==> config.mk <==
export PLATFORM = sky130hd
export DESIGN_NAME = matrix_multiply_engine_core_flat
export DESIGN_NICKNAME = d
export VERILOG_FILES = /design/src/hdl/mme_pkg.sv /design/src/hdl/mme_in_if.sv /design/src/hdl/mme_out_if.sv /design/src/hdl/mme_ram.sv /design/src/hdl/mme_ctrl.sv /design/src/hdl/mme_mac.sv /design/src/hdl/matrix_multiply_engine_core.sv /design/src/flat_wrapper.sv
export SDC_FILE = /design/constraint.sdc
export NUM_CORES = 2
export LEC_CHECK = 0
export BUFFER_PORTS_ARGS = -buffer_cell sky130_fd_sc_hd__clkbuf_2
export CAP_MARGIN = 10
export CORE_ASPECT_RATIO = 0.7
export CORE_MARGIN = 2
export CORE_UTILIZATION = 60
export CTS_BUF_LIST = sky130_fd_sc_hd__clkbuf_4 sky130_fd_sc_hd__clkbuf_8 sky130_fd_sc_hd__clkbuf_16
export CTS_CLUSTER_SIZE = 12
export DETAILED_ROUTE_END_ITERATION = 8
export PLACE_DENSITY = 0.82
export SLEW_MARGIN = 20
export SYNTH_ARGS = -nofsm -noshare
export SYNTH_HDL_FRONTEND = slang
export SYNTH_SLANG_ARGS = --single-unit
==> constraint.sdc <==
create_clock -name clk -period 10.7 [get_ports clk]
set_clock_uncertainty 0.1 [all_clocks]
set_input_delay 0.535 -clock clk [delete_from_list [all_inputs] [get_ports clk]]
set_output_delay 0.535 -clock clk [all_outputs]
set_load 0.02 [all_outputs]
==> src/hdl/mme_pkg.sv <==
package mme_pkg;

    // Default sizing
    localparam int MAX_DIM_DEFAULT    = 8;
    localparam int DATA_WIDTH_DEFAULT = 16;

    // Fixed field widths
    localparam int ELEM_WIDTH      = 16;
    localparam int PRODUCT_WIDTH   = 35;
    localparam int CFG_DATA_WIDTH  = 4;
    localparam int CFG_INDEX_WIDTH = 2;

    // Register indexes
    localparam logic [CFG_INDEX_WIDTH-1:0] CFG_ROW_COUNT   = 2'd0;
    localparam logic [CFG_INDEX_WIDTH-1:0] CFG_INNER_COUNT = 2'd1;
    localparam logic [CFG_INDEX_WIDTH-1:0] CFG_COL_COUNT   = 2'd2;

    // Sequencer states
    typedef enum logic [1:0] {
        ST_LOAD_A,
        ST_LOAD_B,
        ST_MAC,
        ST_WAIT
    } state_t;

    // Tag that follows each memory read through the MAC pipeline
    typedef struct packed {
        logic valid;
        logic first;
        logic last;
        logic last_result;
    } mac_tag_t;

endpackage

==> src/hdl/mme_in_if.sv <==
interface mme_in_if;
    logic                                 valid;
    logic                                 ready;
    logic signed [mme_pkg::ELEM_WIDTH-1:0] element_value;

    modport source (output valid, output element_value, input ready);
    modport sink   (input valid, input element_value, output ready);
endinterface

==> src/hdl/mme_out_if.sv <==
interface mme_out_if;
    logic                                    valid;
    logic                                    ready;
    logic signed [mme_pkg::PRODUCT_WIDTH-1:0] product_value;
    logic                                    last_flag;

    modport source (output valid, output product_value, output last_flag, input ready);
    modport sink   (input valid, input product_value, input last_flag, output ready);
endinterface

==> src/hdl/mme_ram.sv <==
module mme_ram #(
    parameter int WIDTH = 16,
    parameter int DEPTH = 64
) (
    input  logic                                       clk,
    input  logic                                       wr_en,
    input  logic [(DEPTH > 1 ? $clog2(DEPTH) : 1)-1:0] wr_addr,
    input  logic [WIDTH-1:0]                           wr_data,
    input  logic [(DEPTH > 1 ? $clog2(DEPTH) : 1)-1:0] rd_addr,
    output logic [WIDTH-1:0]                           rd_data
);

    logic [WIDTH-1:0] mem [DEPTH];
    logic [WIDTH-1:0] rd_data_reg;

    // Single write port, registered read
    always_ff @(posedge clk)
    begin
        if (wr_en)
        begin
            mem[wr_addr] <= wr_data;
        end
        rd_data_reg <= mem[rd_addr];
    end

    assign rd_data = rd_data_reg;

endmodule

==> src/hdl/mme_ctrl.sv <==
module mme_ctrl #(
    parameter int MAX_DIM = mme_pkg::MAX_DIM_DEFAULT
) (
    input  logic                                      clk,
    input  logic                                      rst_n,
    input  logic                                      cfg_we,
    input  logic [mme_pkg::CFG_INDEX_WIDTH-1:0]       cfg_index,
    input  logic [mme_pkg::CFG_DATA_WIDTH-1:0]        cfg_data,
    input  logic                                      in_valid,
    output logic                                      in_ready,
    output logic                                      left_we,
    output logic                                      right_we,
    output logic [(MAX_DIM * MAX_DIM > 1 ? $clog2(MAX_DIM * MAX_DIM) : 1)-1:0] wr_addr,
    output logic [(MAX_DIM * MAX_DIM > 1 ? $clog2(MAX_DIM * MAX_DIM) : 1)-1:0] rd_a_addr,
    output logic [(MAX_DIM * MAX_DIM > 1 ? $clog2(MAX_DIM * MAX_DIM) : 1)-1:0] rd_b_addr,
    output mme_pkg::mac_tag_t                         issue,
    input  logic                                      mac_idle
);

    localparam int DEPTH = MAX_DIM * MAX_DIM;
    localparam int AW    = DEPTH > 1 ? $clog2(DEPTH) : 1;
    localparam int DIM_W = $clog2(MAX_DIM + 1);
    localparam int IDX_W = MAX_DIM > 1 ? $clog2(MAX_DIM) : 1;
    localparam int PW    = 2 * DIM_W;
    localparam int CW    = mme_pkg::CFG_DATA_WIDTH;

    // Dimension register 0 acts as 1, above MAX_DIM acts as MAX_DIM
    function automatic logic [DIM_W-1:0] clamp_dim(input logic [CW-1:0] v);
        logic [DIM_W-1:0] r;
        if (v == '0)
        begin
            r = DIM_W'(1);
        end
        else if (v > CW'(MAX_DIM))
        begin
            r = DIM_W'(MAX_DIM);
        end
        else
        begin
            r = DIM_W'(v);
        end
        return r;
    endfunction

    mme_pkg::state_t state_reg, state_next;

    logic [CW-1:0]    row_reg, row_next;
    logic [CW-1:0]    inner_reg, inner_next;
    logic [CW-1:0]    col_reg, col_next;
    logic             cfg_hit;

    logic [AW-1:0]    load_pos_reg, load_pos_next;
    logic [IDX_W-1:0] t_reg, t_next;
    logic [IDX_W-1:0] j_reg, j_next;
    logic [IDX_W-1:0] i_reg, i_next;
    logic [AW-1:0]    a_row_reg, a_row_next;
    logic [AW-1:0]    a_addr_reg, a_addr_next;
    logic [AW-1:0]    b_addr_reg, b_addr_next;
    logic             done_reg, done_next;

    logic [DIM_W-1:0] m, k, n;
    logic [PW-1:0]    mk, kn, pos_inc;
    logic             in_fire, load_last;
    logic             t_last, j_last, i_last;

    // Effective dimensions and load bounds
    assign m       = clamp_dim(row_reg);
    assign k       = clamp_dim(inner_reg);
    assign n       = clamp_dim(col_reg);
    assign mk      = PW'(m) * PW'(k);
    assign kn      = PW'(k) * PW'(n);
    assign pos_inc = PW'(load_pos_reg) + PW'(1);
    assign in_fire = in_valid && in_ready;
    assign load_last = (state_reg == mme_pkg::ST_LOAD_B) ? (pos_inc >= kn) : (pos_inc >= mk);

    assign t_last = (t_reg == IDX_W'(k - DIM_W'(1)));
    assign j_last = (j_reg == IDX_W'(n - DIM_W'(1)));
    assign i_last = (i_reg == IDX_W'(m - DIM_W'(1)));

    // Register decode; any listed register restarts loading
    always_comb
    begin
        row_next   = row_reg;
        inner_next = inner_reg;
        col_next   = col_reg;
        cfg_hit    = 1'b0;
        if (cfg_we)
        begin
            unique case (cfg_index)
                mme_pkg::CFG_ROW_COUNT:
                begin
                    row_next = cfg_data;
                    cfg_hit  = 1'b1;
                end
                mme_pkg::CFG_INNER_COUNT:
                begin
                    inner_next = cfg_data;
                    cfg_hit    = 1'b1;
                end
                mme_pkg::CFG_COL_COUNT:
                begin
                    col_next = cfg_data;
                    cfg_hit  = 1'b1;
                end
                default:
                begin
                    cfg_hit = 1'b0;
                end
            endcase
        end
    end

    // Next state
    always_comb
    begin
        state_next = state_reg;
        unique case (state_reg)
            mme_pkg::ST_LOAD_A:
            begin
                if (in_fire && load_last)
                begin
                    state_next = mme_pkg::ST_LOAD_B;
                end
            end
            mme_pkg::ST_LOAD_B:
            begin
                if (in_fire && load_last)
                begin
                    state_next = mme_pkg::ST_MAC;
                end
            end
            mme_pkg::ST_MAC:
            begin
                if (t_last)
                begin
                    state_next = mme_pkg::ST_WAIT;
                end
            end
            mme_pkg::ST_WAIT:
            begin
                if (mac_idle)
                begin
                    state_next = done_reg ? mme_pkg::ST_LOAD_A : mme_pkg::ST_MAC;
                end
            end
            default:
            begin
                state_next = mme_pkg::ST_LOAD_A;
            end
        endcase
        if (cfg_hit)
        begin
            state_next = mme_pkg::ST_LOAD_A;
        end
    end

    // Outputs
    always_comb
    begin
        in_ready          = 1'b0;
        left_we           = 1'b0;
        right_we          = 1'b0;
        issue.valid       = 1'b0;
        issue.first       = (t_reg == '0);
        issue.last        = t_last;
        issue.last_result = i_last && j_last;
        unique case (state_reg)
            mme_pkg::ST_LOAD_A:
            begin
                in_ready = 1'b1;
                left_we  = in_valid;
            end
            mme_pkg::ST_LOAD_B:
            begin
                in_ready = 1'b1;
                right_we = in_valid;
            end
            mme_pkg::ST_MAC:
            begin
                issue.valid = 1'b1;
            end
            mme_pkg::ST_WAIT:
            begin
                issue.valid = 1'b0;
            end
            default:
            begin
                in_ready = 1'b0;
            end
        endcase
    end

    assign wr_addr   = load_pos_reg;
    assign rd_a_addr = a_addr_reg;
    assign rd_b_addr = b_addr_reg;

    // Load position and MAC index counters
    always_comb
    begin
        load_pos_next = load_pos_reg;
        t_next        = t_reg;
        j_next        = j_reg;
        i_next        = i_reg;
        a_row_next    = a_row_reg;
        a_addr_next   = a_addr_reg;
        b_addr_next   = b_addr_reg;
        done_next     = done_reg;
        unique case (state_reg)
            mme_pkg::ST_LOAD_A:
            begin
                if (in_fire)
                begin
                    load_pos_next = load_last ? '0 : AW'(pos_inc);
                end
            end
            mme_pkg::ST_LOAD_B:
            begin
                if (in_fire)
                begin
                    if (load_last)
                    begin
                        load_pos_next = '0;
                        t_next        = '0;
                        j_next        = '0;
                        i_next        = '0;
                        a_row_next    = '0;
                        a_addr_next   = '0;
                        b_addr_next   = '0;
                        done_next     = 1'b0;
                    end
                    else
                    begin
                        load_pos_next = AW'(pos_inc);
                    end
                end
            end
            mme_pkg::ST_MAC:
            begin
                if (t_last)
                begin
                    t_next    = '0;
                    done_next = i_last && j_last;
                    if (j_last)
                    begin
                        j_next      = '0;
                        i_next      = i_reg + IDX_W'(1);
                        a_row_next  = a_row_reg + AW'(k);
                        a_addr_next = a_row_reg + AW'(k);
                        b_addr_next = '0;
                    end
                    else
                    begin
                        j_next      = j_reg + IDX_W'(1);
                        a_addr_next = a_row_reg;
                        b_addr_next = AW'(j_reg) + AW'(1);
                    end
                end
                else
                begin
                    t_next      = t_reg + IDX_W'(1);
                    a_addr_next = a_addr_reg + AW'(1);
                    b_addr_next = b_addr_reg + AW'(n);
                end
            end
            mme_pkg::ST_WAIT:
            begin
                done_next = done_reg;
            end
            default:
            begin
                done_next = done_reg;
            end
        endcase
        if (cfg_hit)
        begin
            load_pos_next = '0;
        end
    end

    // Control registers
    always_ff @(posedge clk or negedge rst_n)
    begin
        if (!rst_n)
        begin
            state_reg    <= mme_pkg::ST_LOAD_A;
            row_reg      <= CW'(8);
            inner_reg    <= CW'(8);
            col_reg      <= CW'(8);
            load_pos_reg <= '0;
            t_reg        <= '0;
            j_reg        <= '0;
            i_reg        <= '0;
            a_row_reg    <= '0;
            a_addr_reg   <= '0;
            b_addr_reg   <= '0;
            done_reg     <= 1'b0;
        end
        else
        begin
            state_reg    <= state_next;
            row_reg      <= row_next;
            inner_reg    <= inner_next;
            col_reg      <= col_next;
            load_pos_reg <= load_pos_next;
            t_reg        <= t_next;
            j_reg        <= j_next;
            i_reg        <= i_next;
            a_row_reg    <= a_row_next;
            a_addr_reg   <= a_addr_next;
            b_addr_reg   <= b_addr_next;
            done_reg     <= done_next;
        end
    end

    // A new dot product only starts into an empty MAC pipeline
    a_first_issue_idle: assert property (@(posedge clk) disable iff (!rst_n)
        (issue.valid && issue.first) |-> mac_idle)
        else $error("dot product started while MAC pipeline busy");

    // Load position stays inside the matrix being loaded
    a_load_bound: assert property (@(posedge clk) disable iff (!rst_n)
        ((state_reg == mme_pkg::ST_LOAD_A) |-> (pos_inc <= mk)) and
        ((state_reg == mme_pkg::ST_LOAD_B) |-> (pos_inc <= kn)))
        else $error("load position beyond matrix size");

    // Read addresses stay inside the loaded matrices
    a_read_bound: assert property (@(posedge clk) disable iff (!rst_n)
        issue.valid |-> ((PW'(a_addr_reg) < mk) && (PW'(b_addr_reg) < kn)))
        else $error("operand read outside loaded matrix");

endmodule

==> src/hdl/mme_mac.sv <==
module mme_mac #(
    parameter int DATA_WIDTH = mme_pkg::DATA_WIDTH_DEFAULT
) (
    input  logic                  clk,
    input  logic                  rst_n,
    input  mme_pkg::mac_tag_t     issue,
    input  logic [DATA_WIDTH-1:0] a_data,
    input  logic [DATA_WIDTH-1:0] b_data,
    output logic                  mac_idle,
    mme_out_if.source             result
);

    localparam int PRW = 2 * DATA_WIDTH;
    localparam int ACW = mme_pkg::PRODUCT_WIDTH;

    mme_pkg::mac_tag_t s1_tag_reg;
    mme_pkg::mac_tag_t s2_tag_reg;

    logic signed [PRW-1:0] prod_reg;
    logic signed [ACW-1:0] prod_ext;
    logic signed [ACW-1:0] acc_reg, acc_next;
    logic                  acc_valid_reg, acc_valid_next;
    logic                  acc_last_reg;
    logic                  out_valid_reg, out_valid_next;
    logic signed [ACW-1:0] out_value_reg;
    logic                  out_last_reg;
    logic                  out_free, hand_off;

    assign prod_ext = {{(ACW - PRW){prod_reg[PRW-1]}}, prod_reg};
    assign out_free = !out_valid_reg || result.ready;
    assign hand_off = acc_valid_reg && out_free;
    assign mac_idle = !s1_tag_reg.valid && !s2_tag_reg.valid && !acc_valid_reg;

    // Accumulate; first term of a dot product restarts the sum
    always_comb
    begin
        acc_next = acc_reg;
        if (s2_tag_reg.valid)
        begin
            acc_next = s2_tag_reg.first ? prod_ext : acc_reg + prod_ext;
        end
    end

    // Finished sum waits in the accumulator until the output register frees up
    always_comb
    begin
        acc_valid_next = acc_valid_reg;
        out_valid_next = out_valid_reg;
        if (hand_off)
        begin
            acc_valid_next = 1'b0;
            out_valid_next = 1'b1;
        end
        else if (result.ready)
        begin
            out_valid_next = 1'b0;
        end
        if (s2_tag_reg.valid && s2_tag_reg.last)
        begin
            acc_valid_next = 1'b1;
        end
    end

    // Pipeline control
    always_ff @(posedge clk or negedge rst_n)
    begin
        if (!rst_n)
        begin
            s1_tag_reg    <= '0;
            s2_tag_reg    <= '0;
            acc_valid_reg <= 1'b0;
            out_valid_reg <= 1'b0;
        end
        else
        begin
            s1_tag_reg    <= issue;
            s2_tag_reg    <= s1_tag_reg;
            acc_valid_reg <= acc_valid_next;
            out_valid_reg <= out_valid_next;
        end
    end

    // Datapath: multiply on read data, accumulate, output register
    always_ff @(posedge clk)
    begin
        prod_reg <= $signed(a_data) * $signed(b_data);
        acc_reg  <= acc_next;
        if (s2_tag_reg.valid && s2_tag_reg.last)
        begin
            acc_last_reg <= s2_tag_reg.last_result;
        end
        if (hand_off)
        begin
            out_value_reg <= acc_reg;
            out_last_reg  <= acc_last_reg;
        end
    end

    assign result.valid         = out_valid_reg;
    assign result.product_value = out_value_reg;
    assign result.last_flag     = out_last_reg;

    // Last term of a dot product always lands a result
    a_last_term: assert property (@(posedge clk) disable iff (!rst_n)
        (s2_tag_reg.valid && s2_tag_reg.last) |=> acc_valid_reg)
        else $error("completed dot product not held");

    // Pending result is never overwritten by new terms
    a_no_overwrite: assert property (@(posedge clk) disable iff (!rst_n)
        s2_tag_reg.valid |-> !acc_valid_reg)
        else $error("accumulator overwritten while result pending");

    // Stalled output keeps the pending result
    a_hold_pending: assert property (@(posedge clk) disable iff (!rst_n)
        (acc_valid_reg && out_valid_reg && !result.ready) |=> acc_valid_reg)
        else $error("pending result lost under stall");

endmodule

==> src/hdl/matrix_multiply_engine_core.sv <==
// Dense matrix multiply C = A x B on signed fixed-point elements.
// Channel element: A (row_count x inner_count) then B (inner_count x col_count),
// both row-major, one element per transfer; low DATA_WIDTH bits, sign-extended.
// Channel result: C row-major, 35-bit exact sums, last_flag on the final element.
// Config port: cfg_we/cfg_index/cfg_data write row_count, inner_count, col_count
// (0 acts as 1, above MAX_DIM acts as MAX_DIM); any such write restarts loading.
// Loading takes one element per cycle while ready is high. After the last B
// element, each C element is formed by inner_count reads of the two operand
// memories, then the read/multiply/accumulate pipeline drains before the next starts.
// The shared multiply-accumulate and the one read port of each memory set the
// pace of a matrix pass.
// Output is registered; a finished sum waits in the accumulator while the
// receiver stalls, so loading of the next A starts as soon as the last sum is
// handed to the output register. Reset: loading A, dimensions 8, no results
// pending; operand memory contents are not cleared (every read entry is loaded first).
module matrix_multiply_engine_core #(
    parameter int MAX_DIM    = mme_pkg::MAX_DIM_DEFAULT,
    parameter int DATA_WIDTH = mme_pkg::DATA_WIDTH_DEFAULT
) (
    input  logic                                clk,
    input  logic                                rst_n,
    input  logic                                cfg_we,
    input  logic [mme_pkg::CFG_INDEX_WIDTH-1:0] cfg_index,
    input  logic [mme_pkg::CFG_DATA_WIDTH-1:0]  cfg_data,
    mme_in_if.sink                              element,
    mme_out_if.source                           result
);

    localparam int DEPTH = MAX_DIM * MAX_DIM;
    localparam int AW    = DEPTH > 1 ? $clog2(DEPTH) : 1;

    logic                  in_ready;
    logic                  left_we, right_we;
    logic [AW-1:0]         wr_addr, rd_a_addr, rd_b_addr;
    logic [DATA_WIDTH-1:0] a_data, b_data;
    logic                  mac_idle;
    mme_pkg::mac_tag_t     issue;

    assign element.ready = in_ready;

    // Sequencer: loading, dimensions, MAC addressing
    mme_ctrl #(
        .MAX_DIM (MAX_DIM)
    ) u_ctrl (
        .clk       (clk),
        .rst_n     (rst_n),
        .cfg_we    (cfg_we),
        .cfg_index (cfg_index),
        .cfg_data  (cfg_data),
        .in_valid  (element.valid),
        .in_ready  (in_ready),
        .left_we   (left_we),
        .right_we  (right_we),
        .wr_addr   (wr_addr),
        .rd_a_addr (rd_a_addr),
        .rd_b_addr (rd_b_addr),
        .issue     (issue),
        .mac_idle  (mac_idle)
    );

    // Operand memories
    mme_ram #(
        .WIDTH (DATA_WIDTH),
        .DEPTH (DEPTH)
    ) u_left_ram (
        .clk     (clk),
        .wr_en   (left_we),
        .wr_addr (wr_addr),
        .wr_data (element.element_value[DATA_WIDTH-1:0]),
        .rd_addr (rd_a_addr),
        .rd_data (a_data)
    );

    mme_ram #(
        .WIDTH (DATA_WIDTH),
        .DEPTH (DEPTH)
    ) u_right_ram (
        .clk     (clk),
        .wr_en   (right_we),
        .wr_addr (wr_addr),
        .wr_data (element.element_value[DATA_WIDTH-1:0]),
        .rd_addr (rd_b_addr),
        .rd_data (b_data)
    );

    // Multiply-accumulate and output register
    mme_mac #(
        .DATA_WIDTH (DATA_WIDTH)
    ) u_mac (
        .clk      (clk),
        .rst_n    (rst_n),
        .issue    (issue),
        .a_data   (a_data),
        .b_data   (b_data),
        .mac_idle (mac_idle),
        .result   (result)
    );

endmodule

==> src/flat_wrapper.sv <==
// flat-port wrapper written by rule: the top's interface ports become plain ports
module matrix_multiply_engine_core_flat 
#(
    parameter int MAX_DIM    = mme_pkg::MAX_DIM_DEFAULT,
    parameter int DATA_WIDTH = mme_pkg::DATA_WIDTH_DEFAULT
)
  (clk, rst_n, cfg_we, cfg_index, cfg_data, element_valid, element_element_value, element_ready, result_valid, result_product_value, result_last_flag, result_ready);
  mme_in_if element_i ();
  mme_out_if result_i ();
  input  logic clk;
  input  logic rst_n;
  input  logic cfg_we;
  input  logic [mme_pkg::CFG_INDEX_WIDTH-1:0] cfg_index;
  input  logic [mme_pkg::CFG_DATA_WIDTH-1:0] cfg_data;
  input wire logic [$bits(element_i.valid)-1:0] element_valid;
  input wire logic [$bits(element_i.element_value)-1:0] element_element_value;
  output wire logic [$bits(element_i.ready)-1:0] element_ready;
  output wire logic [$bits(result_i.valid)-1:0] result_valid;
  output wire logic [$bits(result_i.product_value)-1:0] result_product_value;
  output wire logic [$bits(result_i.last_flag)-1:0] result_last_flag;
  input wire logic [$bits(result_i.ready)-1:0] result_ready;
  assign element_i.valid = element_valid;
  assign element_i.element_value = element_element_value;
  assign element_ready = element_i.ready;
  assign result_valid = result_i.valid;
  assign result_product_value = result_i.product_value;
  assign result_last_flag = result_i.last_flag;
  assign result_i.ready = result_ready;
  matrix_multiply_engine_core #(.MAX_DIM(MAX_DIM), .DATA_WIDTH(DATA_WIDTH)) u_core (.clk(clk), .rst_n(rst_n), .cfg_we(cfg_we), .cfg_index(cfg_index), .cfg_data(cfg_data), .element(element_i), .result(result_i));
endmodule
* Word level (Yosys, flattened, before mapping)
Memory sizes are Yosys's and may differ from the RTL's. A register that Yosys moved wholly into a read port is not among the register bits.
Cells that the tools add are included.
** Storage, ports and cells
- Output and inout bits :: 38
- RAM bits :: 2048
- Memories kept :: 2
- Flip-flop bits (word level) :: 162
- Logic and storage cells :: 155
** Memory list
- u_core.u_left_ram.mem :: depth 64, width 16, rd ports 1, clocked after memory_dff 1, wr ports 1, RTL line mme_ram.sv:13 : logic [WIDTH-1:0] mem [DEPTH];
- u_core.u_right_ram.mem :: depth 64, width 16, rd ports 1, clocked after memory_dff 1, wr ports 1, RTL line mme_ram.sv:13
** Operators by class
- Reduce and logical (&&, ||, !) cells :: 33
- Multiplexer cells :: 57
- Add/sub/neg operators :: 12
- Eq/ne operators :: 16
- $mul :: 3
- $lt $le $gt $ge :: 5
** Operator list (count)
- $mux 6 :: 10
- $pmux 6 s2 :: 3
- $add 35x32->35 :: 1
- $mux 35 :: 1
- $mul 16x16->32 :: 1
- $mux 4 :: 7
- $mux 3 :: 7
- $mux 1 :: 18
- $pmux 3 s2 :: 3
- $ge 7x8->1 :: 2
- $mul 4x4->8 :: 2
- $add 6x4->6 :: 2
- $gt 4x4->1 const B :: 3
- $logic_not 4->1 :: 3
- $mux 2 :: 6
- $reduce_bool 2->1 :: 5
- $add 3x1->3 const B :: 3
- $eq 3x3->1 :: 3
- $sub 3x1->3 const B :: 3
- $ne 2x2->1 const B :: 4
- $pmux 2 s4 :: 1
- $reduce_and 2->1 :: 4
- $reduce_and 4->1 :: 2
- $add 6x1->7 const B :: 1
- other kinds (16) :: 31

* Longest topological paths before layout
- Depth after elaboration :: 10
- Gate-level depth with buffers :: 23
- Depth with buffers taken out :: 22

* By module
From an unflattened synthesis, not the netlist that was laid out.
** Unflattened totals
- Cell total of the unflattened synthesis :: 5624
- Area, all modules :: 99287.7 um2
** Modules (own cells, without submodules)
- mme_ram :: seq. area each 31069.8 um2, cells each 1829, area each 40042.2 um2, times used 2
- mme_mac :: seq. area each 3052.9 um2, cells each 1530, area each 15107.0 um2, times used 1
- mme_ctrl :: seq. area each 1204.9 um2, cells each 436, area each 4096.4 um2, times used 1

* Worst setup path before layout
Ideal clock, no wire load.
- Path kind :: register to register
- Start point :: register u_core.u_right_ram.rd_data_reg[1], in the netlist u_core.u_right_ram.rd_data[1], read port of u_core.u_right_ram.mem
- End point :: register u_core.u_mac.prod_reg[31]
- Arrival time :: 5760 ps
- Setup slack :: 4720 ps
- Library setup time :: 120 ps
- Path buffers :: 1
- Clock period less this slack :: 5980 ps
- Stages on the path, launching flop included :: 22
- Cell sequence :: dfxtp_1 > clkbuf_1 > nand2_1 > inv_1 > fa_1 > fa_1 > inv_1 > fa_1 > fa_1 > inv_1 > fa_1 > inv_1 > fa_1 > inv_1 > ha_1 > a21o_1 > a21oi_1 > o22ai_1 > a211oi_1 > o21ai_1 > a21oi_1 > xnor2_1
** Between the ends
- Longest elaborated chain between the ends :: 1
** Ends and longest elaborated chain
- from (decl) :: RTL line mme_ram.sv:14 : logic [WIDTH-1:0] rd_data_reg;
- $mul 16x16->32 :: RTL line mme_mac.sv:86 : prod_reg <= $signed(a_data) * $signed(b_data);
- to (signal assigned) :: RTL line mme_mac.sv:86
- to (decl) :: RTL line mme_mac.sv:19 : logic signed [PRW-1:0] prod_reg;
No other way between the ends.
A chain may end at the register's enable or synchronous reset.

* Worst setup path in the final report
Same ends and word-level chain as after synthesis.

==> flow_metrics.env <==
export IMPL_clk_latency_ns=0.89
export IMPL_clockBufferDepth=3
export IMPL_cts_tree="yes"
export IMPL_ant_nets=0
export IMPL_synth_fp_nets=5552
export IMPL_arrival_ns=7.32
export IMPL_start_util=0.607
export IMPL_drt_initial_drc_count=8938
export IMPL_vias=53234
export IMPL_synth_edff_count=2120
export IMPL_dieArea_um2=166000
export IMPL_synth_top_area_cell="edfxtp_1"
export IMPL_die_h_um=342
export IMPL_finalCritPeriodShare=0.627
export IMPL_yosysWarnings=0
export IMPL_end_kind="flip-flop"
export IMPL_grt_ovfl_total=0
export IMPL_drv_cap=0
export IMPL_worstPathRequired_ns=11.31
export IMPL_cp_slowest_stage_delay_ns=0.70
export IMPL_synth_seq_cells=2242
export IMPL_htreeDepth=4
export IMPL_syn_area_um2=97900
export IMPL_min_period_ns=6.71
export IMPL_cpMostUsedCell="fa_1"
export IMPL_drive_above_1_share=0.230
export IMPL_grt_pass1_wl_um=391000
export IMPL_cts_made_buffers=209
export IMPL_dpl_hpwl_um=150000
export IMPL_biggestRegsByFlops="u_core.u_left_ram.mem (1024), u_core.u_right_ram.mem (1024)"
export IMPL_syn_to_final_growth_pct=9.80
export IMPL_crit_slowest_cell="dfxtp_1"
export IMPL_routed_via_density=7.10
export IMPL_status="completed"
export IMPL_grt_max_degree=141
export IMPL_syn_inst=5077
export IMPL_io_buffers=64
export IMPL_synthFlopType="edfxtp_1"
export IMPL_max_freq_mhz=149
export IMPL_rsz0062_at_grt="no"
export IMPL_gp_congestion=0.900
export IMPL_seq_area_frac_synth=0.678
export IMPL_drt_wl_total_um=274000
export IMPL_cts_sinks=2242
export IMPL_coreArea_um2=161000
export IMPL_synthArstFlopShare=0.0259
export IMPL_worstMarginPinSlew_ns=1.32
export IMPL_relSlewSlack=0.119
export IMPL_grt_pass1_vias=52512
export IMPL_die_x_um=487
export IMPL_final_util=0.666
export IMPL_firstDrtPassIters=8
export IMPL_num_rows=123
export IMPL_io_pins=65
export IMPL_start_kind="flip-flop"
export IMPL_path_clk_slew_ns=0.06
export IMPL_slew_violations=0
export IMPL_grt_usage=0.334
export IMPL_synth_area_leaders="edfxtp_1 (65%), mux4_2 (15%), fa_1 (5.6%), ha_1 (2.2%), dfrtp_1 (1.4%)"
export IMPL_fin_tns_setup_ns=0
export IMPL_synth_top_area_frac=0.651
export IMPL_fillCellCount=9623
export IMPL_hp_class="input port to flip-flop"
export IMPL_cts_root_buffer="clkbuf_16"
export IMPL_hold_viol=0
export IMPL_yosysUniqueCellTypes=80
export IMPL_worstPathMaxFanout=16
export IMPL_cts_resized=0
export IMPL_drc_errors=0
export IMPL_crit_type="flip-flop to flip-flop"
export IMPL_syn_avg_cell_area_um2=19.3
export IMPL_setup_viol=0
export IMPL_crit_chain="nand2_1 > inv_1 > fa_1 > inv_1 > fa_1 > fa_1 > inv_1 > fa_1 > fa_1 > inv_1 > fa_1 > inv_1 > ha_1 > a21o_1 > a21o_1 > a21o_1 > a21oi_1 > a41oi_1 > a211oi_1 > o21ai_1 > a21oi_1 > xnor2_1"
export IMPL_wl_per_cell_um=36.5
export IMPL_nNetsFinal=5762
export IMPL_antenna_found_initial=27
==> logic make-up (layout without fill, tap and decap cells) <==
kind of cell,Yosys count,after routing,synth area share
muxes,690,690,0.157
and+or+nand+nor,701,701,0.0338
other,0,17,0
buffers and inverters,599,875,0.0245
xor gates and xnor gates,89,89,0.00797
adders and majority gates,448,448,0.0782
AOI/OAI and AO/OA,308,308,0.0203
DFF,2242,2242,0.678
==> repair_timing <==
action,in CTS,in global routing
setup buffers,0,0
hold buffers,8,0
endpoints found under the hold margin,69,0
==> through the flow <==
step,cells,instance area [µm²],setup WS (ns),hold WS (ns)
finish,7495,107000,3.99,0.0630
global route,7481,107000,3.62,0.0470
detailed placement,7192,101000,4.13,0.235
floorplan,5077,97900,4.72,0.139
CTS,7477,107000,4.05,0.00808
global placement,7192,101000,4.16,0.236
==> critical path, delay by kind of cell, from the launching register on <==
family                   cells  cell delay (ns)
XOR/XNOR                     1             0.10
AO/OA/AOI/OAI                8             1.81
buffers and inverters        5             0.40
AND/OR/NAND/NOR              1             0.19
flip-flops                   1             0.70
adder cells (fa/ha/maj)      7             3.22
==> routing by layer <==
layer / track usage / routed length [µm] / vias to the layer above
li1: - / - / 20134
met1: 0.465 / 97200 / 27316
met2: 0.485 / 121000 / 4862
met3: 0.118 / 40500 / 894
met4: 0.144 / 14400 / 28
met5: 0 / 307 / -
==> area by class of cell <==
class	instances	area [µm²]	share of cell area
diodes	17	42.5	0.000396
clock buffers	254	5650	0.0526
clock inverters	23	437	0.00406
inverters	365	1370	0.0128
multi-input cells	2236	29100	0.271
flip-flops and latches	2242	66400	0.618
well taps	2125	2660	0.0247
repair buffers	233	1720	0.0160
==> cells in the mapped netlist (all sizes together) (7+ instances only) <==
master / n
edfxtp: 2120
mux4: 672
inv: 363
fa: 273
nand2: 217
nor2: 203
ha: 175
clkbuf: 145
and2: 132
o21ai: 93
buf: 89
a21oi: 68
dfxtp: 64
xnor2: 60
dfrtp: 55
nand3: 40
a21o: 38
xor2: 29
nand2b: 25
mux2: 15
nand4: 14
nor2b: 14
nor3: 14
o21bai: 13
o31ai: 12
o21a: 11
a211oi: 9
o211ai: 9
or2: 8
a31oi: 7
or3: 7
==> final timing paths <==
check | startpoint | end | slack [ns] | cells past startpoint
max in group asynchronous | rst_n | u_core.u_ctrl.rd_a_addr[0] | 9.50 | 3
worst max register to register | u_core.u_right_ram.rd_data[1] | u_core.u_mac.prod_reg[31] | 3.99 | 22
worst min register to register | u_core.u_mac.s1_tag_reg[2] | u_core.u_mac.s2_tag_reg[2] | 0.25 | 0
min in group asynchronous | rst_n | u_core.u_mac.result.valid | 0.26 | 3
worst min-delay path | element_element_value[5] | u_core.u_right_ram.mem[43][5] | 0.06 | 1
worst max-delay path | u_core.u_right_ram.rd_data[1] | u_core.u_mac.prod_reg[31] | 3.99 | 22
==> cells in the final DEF (no fill, tap or decap), types with 29 or more instances in the layout <==
| cell | synthesis | routed |
|---|---|---|
| dfrtp_1 | 55 | 45 |
| fa_1 | 273 | 273 |
| clkbuf_2 | 1 | 47 |
| buf_4 | 4 | 170 |
| nor2_1 | 203 | 191 |
| xor2_1 | 29 | 29 |
| o21ai_0 | 58 | 58 |
| nand2_1 | 215 | 215 |
| a21o_1 | 38 | 38 |
| edfxtp_1 | 2120 | 2120 |
| o21ai_1 | 35 | 35 |
| and2_1 | 132 | 131 |
| clkbuf_4 | 0 | 37 |
| a21oi_1 | 68 | 68 |
| xnor2_1 | 60 | 60 |
| dfxtp_1 | 64 | 64 |
| ha_1 | 175 | 175 |
| inv_1 | 360 | 360 |
| clkbuf_16 | 0 | 212 |
| nand3_1 | 40 | 40 |
| mux4_2 | 669 | 669 |
Power is left out: the tool's default activity adds up to more than one toggle a clock period on the data nets, which glitch-free logic cannot reach.
